===== src/hw/rtl/qrr_pkg.sv =====
// qrr_pkg: shared widths, types and constants for the quartet rank pipeline
// no dependencies; imported by every module under hw/rtl
package qrr_pkg;

    localparam int ID_W   = 8;
    localparam int ID_MAX = 255;
    localparam int RANK_W = 28;
    localparam int NSTAGE = 5;

    // widths of the binomial terms for 8-bit ids
    localparam int C2_W = 15;
    localparam int C3_W = 22;

    typedef logic [ID_W-1:0]   t_id;
    typedef logic [RANK_W-1:0] t_rank;
    typedef logic [1:0]        t_res;

    // resolution codes relative to ascending ids s1<s2<s3<s4
    localparam t_res RES_AB_CD = 2'd0;
    localparam t_res RES_AC_BD = 2'd1;
    localparam t_res RES_AD_BC = 2'd2;

    // multiplicative inverses of 3 for exact division of multiples of 3
    localparam logic [23:0] INV3_24 = 24'hAAAAAB;
    localparam logic [28:0] INV3_29 = 29'h0AAAAAAB;

    // per-stage load enables
    typedef logic [NSTAGE-1:0] t_stage_en;

endpackage


===== src/hw/rtl/qrr_sort.sv =====
// qrr_sort: first pipeline stage, validity check, pair ordering and resolution
// depends on qrr_pkg
module qrr_sort (
    input  logic          i_clk,
    input  logic          i_en,
    input  qrr_pkg::t_id  i_first_a,
    input  qrr_pkg::t_id  i_first_b,
    input  qrr_pkg::t_id  i_second_c,
    input  qrr_pkg::t_id  i_second_d,
    output qrr_pkg::t_id  o_n1,
    output qrr_pkg::t_id  o_n2,
    output qrr_pkg::t_id  o_n3,
    output qrr_pkg::t_id  o_n4,
    output qrr_pkg::t_res o_res,
    output logic          o_bad
);
    import qrr_pkg::*;

    t_id  r_n1, r_n2, r_n3, r_n4;
    t_res r_res;
    logic r_bad;
    t_id  n_n1, n_n2, n_n3, n_n4;
    t_res n_res;
    logic n_bad;

    always_comb begin
        t_id lo1, hi1, lo2, hi2;
        t_id pa, pb, pc, pd;
        t_id s1, s2, s3, s4;
        logic zero_id, big_id, dup_id;

        zero_id = (i_first_a == '0) || (i_first_b == '0) ||
                  (i_second_c == '0) || (i_second_d == '0);
        big_id  = (32'(i_first_a) > ID_MAX) || (32'(i_first_b) > ID_MAX) ||
                  (32'(i_second_c) > ID_MAX) || (32'(i_second_d) > ID_MAX);
        dup_id  = (i_first_a == i_first_b) || (i_first_a == i_second_c) ||
                  (i_first_a == i_second_d) || (i_first_b == i_second_c) ||
                  (i_first_b == i_second_d) || (i_second_c == i_second_d);
        n_bad   = zero_id || big_id || dup_id;

        lo1 = (i_first_a > i_first_b) ? i_first_b : i_first_a;
        hi1 = (i_first_a > i_first_b) ? i_first_a : i_first_b;
        lo2 = (i_second_c > i_second_d) ? i_second_d : i_second_c;
        hi2 = (i_second_c > i_second_d) ? i_second_c : i_second_d;

        if (lo1 > lo2) begin
            pa = lo2; pb = hi2; pc = lo1; pd = hi1;
        end else begin
            pa = lo1; pb = hi1; pc = lo2; pd = hi2;
        end

        if (pb < pc) begin
            n_res = RES_AB_CD;
            s1 = pa; s2 = pb; s3 = pc; s4 = pd;
        end else if (pb < pd) begin
            n_res = RES_AC_BD;
            s1 = pa; s2 = pc; s3 = pb; s4 = pd;
        end else begin
            n_res = RES_AD_BC;
            s1 = pa; s2 = pc; s3 = pd; s4 = pb;
        end

        // a rejected quartet runs through with all-zero terms
        if (n_bad) begin
            n_res = RES_AB_CD;
            n_n1  = '0;
            n_n2  = '0;
            n_n3  = '0;
            n_n4  = '0;
        end else begin
            n_n1 = s1 - t_id'(1);
            n_n2 = s2 - t_id'(1);
            n_n3 = s3 - t_id'(1);
            n_n4 = s4 - t_id'(1);
        end
    end

    always_ff @(posedge i_clk) begin
        if (i_en) begin
            r_n1  <= n_n1;
            r_n2  <= n_n2;
            r_n3  <= n_n3;
            r_n4  <= n_n4;
            r_res <= n_res;
            r_bad <= n_bad;
        end
    end

    assign o_n1  = r_n1;
    assign o_n2  = r_n2;
    assign o_n3  = r_n3;
    assign o_n4  = r_n4;
    assign o_res = r_res;
    assign o_bad = r_bad;

endmodule


===== src/hw/rtl/qrr_binom.sv =====
// qrr_binom: three pipeline stages computing C(n1,1), C(n2,2), C(n3,3), C(n4,4)
// depends on qrr_pkg
module qrr_binom (
    input  logic                       i_clk,
    input  logic [2:0]                 i_en,
    input  qrr_pkg::t_id               i_n1,
    input  qrr_pkg::t_id               i_n2,
    input  qrr_pkg::t_id               i_n3,
    input  qrr_pkg::t_id               i_n4,
    output qrr_pkg::t_id               o_c1,
    output logic [qrr_pkg::C2_W-1:0]   o_c2,
    output logic [qrr_pkg::C3_W-1:0]   o_c3,
    output qrr_pkg::t_rank             o_c4
);
    import qrr_pkg::*;

    // stage a: pairwise products; a wrapped factor always meets a zero factor
    t_id          r_a_n1;
    logic [15:0]  r_a_p2, r_a_p3, r_a_p4a, r_a_p4b;
    t_id          r_a_n3m2;

    // stage b: full products
    t_id          r_b_n1;
    logic [C2_W-1:0] r_b_c2;
    logic [23:0]  r_b_p3;
    logic [31:0]  r_b_p4;

    // stage c: exact division by 6 and 24
    t_id          r_c_n1;
    logic [C2_W-1:0] r_c_c2;
    logic [C3_W-1:0] r_c_c3;
    t_rank        r_c_c4;

    logic [23:0]  n_c3_full;
    logic [28:0]  n_c4_full;

    always_ff @(posedge i_clk) begin
        if (i_en[0]) begin
            r_a_n1   <= i_n1;
            r_a_p2   <= 16'(i_n2) * 16'(i_n2 - t_id'(1));
            r_a_p3   <= 16'(i_n3) * 16'(i_n3 - t_id'(1));
            r_a_n3m2 <= i_n3 - t_id'(2);
            r_a_p4a  <= 16'(i_n4) * 16'(i_n4 - t_id'(1));
            r_a_p4b  <= 16'(i_n4 - t_id'(2)) * 16'(i_n4 - t_id'(3));
        end
    end

    always_ff @(posedge i_clk) begin
        if (i_en[1]) begin
            r_b_n1 <= r_a_n1;
            r_b_c2 <= r_a_p2[15:1];
            r_b_p3 <= 24'(r_a_p3) * 24'(r_a_n3m2);
            r_b_p4 <= 32'(r_a_p4a) * 32'(r_a_p4b);
        end
    end

    // product of consecutive integers is a multiple of 6 or 24, so the
    // quotient by 3 is a modular multiply by the inverse of 3
    always_comb begin
        n_c3_full = {1'b0, r_b_p3[23:1]} * INV3_24;
        n_c4_full = r_b_p4[31:3] * INV3_29;
    end

    always_ff @(posedge i_clk) begin
        if (i_en[2]) begin
            r_c_n1 <= r_b_n1;
            r_c_c2 <= r_b_c2;
            r_c_c3 <= n_c3_full[C3_W-1:0];
            r_c_c4 <= n_c4_full[RANK_W-1:0];
        end
    end

    assign o_c1 = r_c_n1;
    assign o_c2 = r_c_c2;
    assign o_c3 = r_c_c3;
    assign o_c4 = r_c_c4;

endmodule


===== src/hw/rtl/quartet_rank_and_resolution.sv =====
// quartet_rank_and_resolution: top level, handshake control and final rank sum
// depends on qrr_pkg, qrr_sort, qrr_binom
//
// Takes one quartet split per request, pair {a,b} against pair {c,d}, with
// one-based 8-bit ids, and returns the resolution of the split relative to
// the ascending ids (0 ab|cd, 1 ac|bd, 2 ad|bc) together with the combinadic
// rank C(s1-1,1)+C(s2-1,2)+C(s3-1,3)+C(s4-1,4) of the sorted set. A zero id,
// an id above the maximum, or a repeated id sets invalid with rank and
// resolution zero. The pipeline is five register stages deep: ordering and
// checking, pairwise products, full products, exact division by 6 and 24,
// and the final sum. A new request is taken every cycle and one result leaves
// per cycle, as long as the output side is not stalled. Each stage holds its own
// valid bit and advances when it is empty or the stage after it moves, so a
// stall at the output fills empty stages before holding the input side.
module quartet_rank_and_resolution (
    input  logic                 i_clk,
    input  logic                 i_rst_n,
    // request side
    input  logic                 i_valid,
    output logic                 o_ready,
    input  qrr_pkg::t_id         i_first_a,
    input  qrr_pkg::t_id         i_first_b,
    input  qrr_pkg::t_id         i_second_c,
    input  qrr_pkg::t_id         i_second_d,
    // result side
    output logic                 o_valid,
    input  logic                 i_ready,
    output qrr_pkg::t_rank       o_subset_rank,
    output qrr_pkg::t_res        o_resolution,
    output logic                 o_invalid
);
    import qrr_pkg::*;

    // stage valid bits and per-stage advance
    logic [NSTAGE-1:0] r_vld;
    logic [NSTAGE-1:0] n_vld;
    t_stage_en         w_en;

    // sort stage outputs
    t_id  w_n1, w_n2, w_n3, w_n4;
    t_res w_res;
    logic w_bad;

    // binomial terms
    t_id             w_c1;
    logic [C2_W-1:0] w_c2;
    logic [C3_W-1:0] w_c3;
    t_rank           w_c4;

    // resolution and invalid ride alongside the binomial stages
    t_res r_res_p [1:NSTAGE-1];
    logic r_bad_p [1:NSTAGE-1];

    t_rank r_rank;

    // a stage loads when it is empty or its contents move on
    always_comb begin
        w_en[NSTAGE-1] = !r_vld[NSTAGE-1] || i_ready;
        for (int k = NSTAGE - 2; k >= 0; k--) begin
            w_en[k] = !r_vld[k] || w_en[k+1];
        end
    end

    always_comb begin
        n_vld[0] = w_en[0] ? i_valid : r_vld[0];
        for (int k = 1; k < NSTAGE; k++) begin
            n_vld[k] = w_en[k] ? r_vld[k-1] : r_vld[k];
        end
    end

    always_ff @(posedge i_clk) begin
        if (!i_rst_n) begin
            r_vld <= '0;
        end else begin
            r_vld <= n_vld;
        end
    end

    qrr_sort u_sort (
        .i_clk      (i_clk),
        .i_en       (w_en[0]),
        .i_first_a  (i_first_a),
        .i_first_b  (i_first_b),
        .i_second_c (i_second_c),
        .i_second_d (i_second_d),
        .o_n1       (w_n1),
        .o_n2       (w_n2),
        .o_n3       (w_n3),
        .o_n4       (w_n4),
        .o_res      (w_res),
        .o_bad      (w_bad)
    );

    qrr_binom u_binom (
        .i_clk (i_clk),
        .i_en  (w_en[3:1]),
        .i_n1  (w_n1),
        .i_n2  (w_n2),
        .i_n3  (w_n3),
        .i_n4  (w_n4),
        .o_c1  (w_c1),
        .o_c2  (w_c2),
        .o_c3  (w_c3),
        .o_c4  (w_c4)
    );

    // side-band delay line matching the binomial stages and the sum stage
    always_ff @(posedge i_clk) begin
        if (w_en[1]) begin
            r_res_p[1] <= w_res;
            r_bad_p[1] <= w_bad;
        end
        for (int k = 2; k < NSTAGE; k++) begin
            if (w_en[k]) begin
                r_res_p[k] <= r_res_p[k-1];
                r_bad_p[k] <= r_bad_p[k-1];
            end
        end
    end

    // final stage: sum of the four terms, all zero for a rejected quartet
    always_ff @(posedge i_clk) begin
        if (w_en[NSTAGE-1]) begin
            r_rank <= RANK_W'(w_c1) + RANK_W'(w_c2) + RANK_W'(w_c3) + w_c4;
        end
    end

    assign o_ready       = w_en[0];
    assign o_valid       = r_vld[NSTAGE-1];
    assign o_subset_rank = r_rank;
    assign o_resolution  = r_res_p[NSTAGE-1];
    assign o_invalid     = r_bad_p[NSTAGE-1];

endmodule


===== config.mk =====
export PLATFORM = sky130hd
export DESIGN_NAME = quartet_rank_and_resolution
export DESIGN_NICKNAME = d
export VERILOG_FILES = /design/src/hw/rtl/qrr_pkg.sv /design/src/hw/rtl/qrr_sort.sv /design/src/hw/rtl/qrr_binom.sv /design/src/hw/rtl/quartet_rank_and_resolution.sv
export SDC_FILE = /design/constraint.sdc
export NUM_CORES = 2
export LEC_CHECK = 0
export ABC_AREA = 1
export BUFFER_PORTS_ARGS = -buffer_cell sky130_fd_sc_hd__buf_2
export CORE_ASPECT_RATIO = 1.1
export CORE_MARGIN = 10
export CORE_UTILIZATION = 64
export CTS_BUF_LIST = sky130_fd_sc_hd__clkbuf_8
export DETAILED_ROUTE_END_ITERATION = 8
export PLACE_DENSITY = 0.89
export SETUP_SLACK_MARGIN = 0.15
export SYNTH_ARGS = -nofsm -noshare
export SYNTH_HDL_FRONTEND = slang
export SYNTH_SLANG_ARGS = --single-unit

===== constraint.sdc =====
create_clock -name i_clk -period 9.1 [get_ports i_clk]
set_clock_uncertainty 0.05 [all_clocks]
set_input_delay 1.365 -clock i_clk [delete_from_list [all_inputs] [get_ports i_clk]]
set_output_delay 1.365 -clock i_clk [all_outputs]
set_load 0.01 [all_outputs]

==> impl_metrics.toml <==
[placed_design]
gp_congestion = 0.945
place_hpwl_mm = 83.2
numPlacedInstances = 5791
io_buffers = 68

[yosys]
avgSynthCellArea_um2 = 9.43
ys_warn_count = 0
synth_edf_count = 297
ys_async_sr_fraction = 0
yosys_most_used_dff = "edfxtp_1"
syn_area_um2 = 45700
seq_area_frac_synth = 0.198
ys_ff_latch = 302
syn_inst = 4844
ys_types = 51

[clock_tree]
htreeDepth = 2
cts_buffer_depth = 3
cts_resized = 0
cts_post_setup_buffers_inserted = 0
clockRootBuffer = "clkbuf_8"
hold_buffers = 0
cts_buffers = 49
cts.clk_slew.worst_paths_ns = 0.06
cts_tree = "done"
clock_latency_ns = 0.66
cts.sinks = 302

[floorplan]
rows = 102
die_h_um = 300
core-area_um2 = 70600
die_area_um2 = 82400
die_w_um = 275
pin_count = 69
start_util = 0.647

[cells_and_area]
final-seq-area_um2 = 9020
final_cells = 5878
area_growth_pct = 4.91
fill_cells = 4865
drive_gt1_frac = 0.0405
fin_nets = 6292
multiInputGateArea_um2 = 31600

[worst_setup_path]
worstSetupEndpointType = "flip-flop"
critPathMaxFanout = 43
worstSetupPathType = "in2reg"
crit_slowest_cell = "o21ai_0"
crit_top_cell = "nand2_1"
crit_required_ns = 9.44
cp-start-kind = "primary input"
crit_arrival_ns = 7.76
slowest_delay_ns = 0.60

[status]
outcome = "finished clean"

[hold_path]
hp-class = "reg2reg"

[routing]
wl_per_cell_um = 17.3
vias_per_cell = 5.52
antenna_left = 0
met3_wirelength_mm = 7.44
first_pass_iters = 8
route.met2.wl_mm = 52.2
routed_wirelength_mm = 102
drc = 0
drt-met1-wl_mm = 38.0
top_layer = "met4"
via_count = 32440
drt_iter0_markers = 2344

[sta]
maxSlewViolCount = 0
timing.final.hold_violations = 0
relSlewSlack = 0.249
grt_setup_unrepaired = "no"
setup_tns_ns = 0
setup_violations = 0
whs_ns = 0.363
post-route-period-util = 0.815
fmax_mhz = 135
worstMarginPinSlew_ns = 1.13
fin_crit_ns = 7.42

[global_routing]
grt_pass1_wl_mm = 171
grt_max_degree = 80
gr-total-overflow = 0
grt_usage = 0.255
antenna_found_initial = 1
grt_pass1_vias = 35579

[job]
cap_violations = 0
[stage by stage]
| step | cell area [µm²] | setup WS [ns] | util |
|---|---|---|---|
| after floorplan | 45800 | 1.25 | - |
| after global placement | 46900 | 1.12 | 0.665 |
| after detailed placement | 46900 | 1.02 | 0.665 |
| after CTS | 47900 | 1.68 | 0.679 |
| after global routing | 47900 | 1.02 | 0.679 |
| final | 47900 | 1.68 | 0.679 |
[placed cells by master, fill, tap and decap left out, types with 4 or more instances in the layout]
cell type,instances
conb_1,27
nor2_1,235
o21ai_2,5
nand4_1,26
ha_1,636
o2111ai_1,4
a31oi_1,5
nand2_1,796
a21o_1,9
nor2_2,5
inv_2,5
clkbuf_8,51
nand2_2,13
nor3_1,12
o21bai_1,19
buf_2,68
clkinv_1,14
xor2_1,149
fa_1,714
a21oi_1,181
buf_4,9
xnor2_1,113
inv_1,1272
nand2_4,6
o21ai_1,9
clkinv_2,9
or2_2,7
o21ai_0,119
dfxtp_1,5
nand3_2,4
a211oi_1,6
edfxtp_1,297
nand3_1,69
[flip-flops by register name (all words and copies together) (netlist names), 22 cells and up]
name            count
u_binom.o_c3       22
o_subset_rank      28
u_binom.r_b_p4     28
u_binom.o_c4       28
u_binom.r_b_p3     22
[cells by family after synthesis]
kind of cell / Yosys count / synth area share
other: 2 / 0.000164
flip-flops: 302 / 0.198
AO/OA/AOI/OAI: 375 / 0.0453
buffers and inverters: 1365 / 0.113
XOR/XNOR: 262 / 0.0503
AND/OR/NAND/NOR: 1188 / 0.106
adder cells (fa/ha/maj): 1350 / 0.487
[cells in the mapped netlist (3+ instances only)]
cell type	instances	area (µm²)
o2111ai_1	4	35.0
nor2_4	3	33.8
o21ai_0	119	596
nor2_2	5	31.3
o21ai_1	9	45.0
nand3_2	4	40.0
nand3b_1	3	22.5
clkbuf_1	80	300
or2_2	7	43.8
xor2_1	149	1310
o31ai_1	3	22.5
nor3_1	12	60.1
edfxtp_1	297	8920
a211oi_1	6	45.0
nand2_4	6	67.6
nor4_1	3	18.8
o221ai_1	3	26.3
buf_6	4	45.0
nor2_1	235	882
a21oi_1	181	906
nand2_2	12	75.1
dfxtp_1	5	100
inv_1	1266	4750
o211ai_1	3	22.5
nand3_1	69	345
fa_1	714	14300
clkinv_1	3	11.3
ha_1	636	7960
a21boi_0	3	22.5
nand4_1	26	163
a21o_1	9	67.6
inv_2	5	18.8
o21bai_1	19	143
o21ai_2	5	43.8
nand2_1	797	2990
a31oi_1	5	31.3
xnor2_1	113	990
buf_2	3	15.0
[layer usage]
metal  track usage  vias up
li1              -    14860
met4         0.105        0
met2         0.457     1450
met1         0.302    15786
met3        0.0386      344
met5             0        -
[final timing paths]
kind	end	cells after the start	start	slack, ns
min	u_binom.o_c2[1]$_DFFE_PP_	0	u_binom.r_b_c2[1]$_DFFE_PP_	0.36
min reg2reg	u_binom.o_c2[1]$_DFFE_PP_	0	u_binom.r_b_c2[1]$_DFFE_PP_	0.36
max	u_sort.o_n4[6]$_SDFFCE_PP0P_	35	i_second_d[7]	1.68
max reg2reg	u_binom.r_b_p4[30]$_DFFE_PP_	25	u_binom.r_a_p4a[12]$_DFFE_PP_	1.72
[critical path: cells and delay by family]
| kind | cells | cell delay [ns] |
|---|---|---|
| AO/OA/AOI/OAI | 5 | 1.33 |
| buffers and inverters | 6 | 0.87 |
| AND/OR/NAND/NOR | 20 | 3.02 |
| adder cells (fa/ha/maj) | 4 | 1.13 |
[area by class of cell]
type                       count  area share
antenna                        1   0.0000522
clock buffer                  51      0.0147
clock inverter                35     0.00530
inverter                    1274      0.0999
multi-input combinational   3202       0.659
sequential                   302       0.188
tap                          936      0.0244
timing repair buffer          77     0.00851
Power is left out: the tool's default activity adds up to more than one toggle a clock period on the data nets, which glitch-free logic cannot reach.
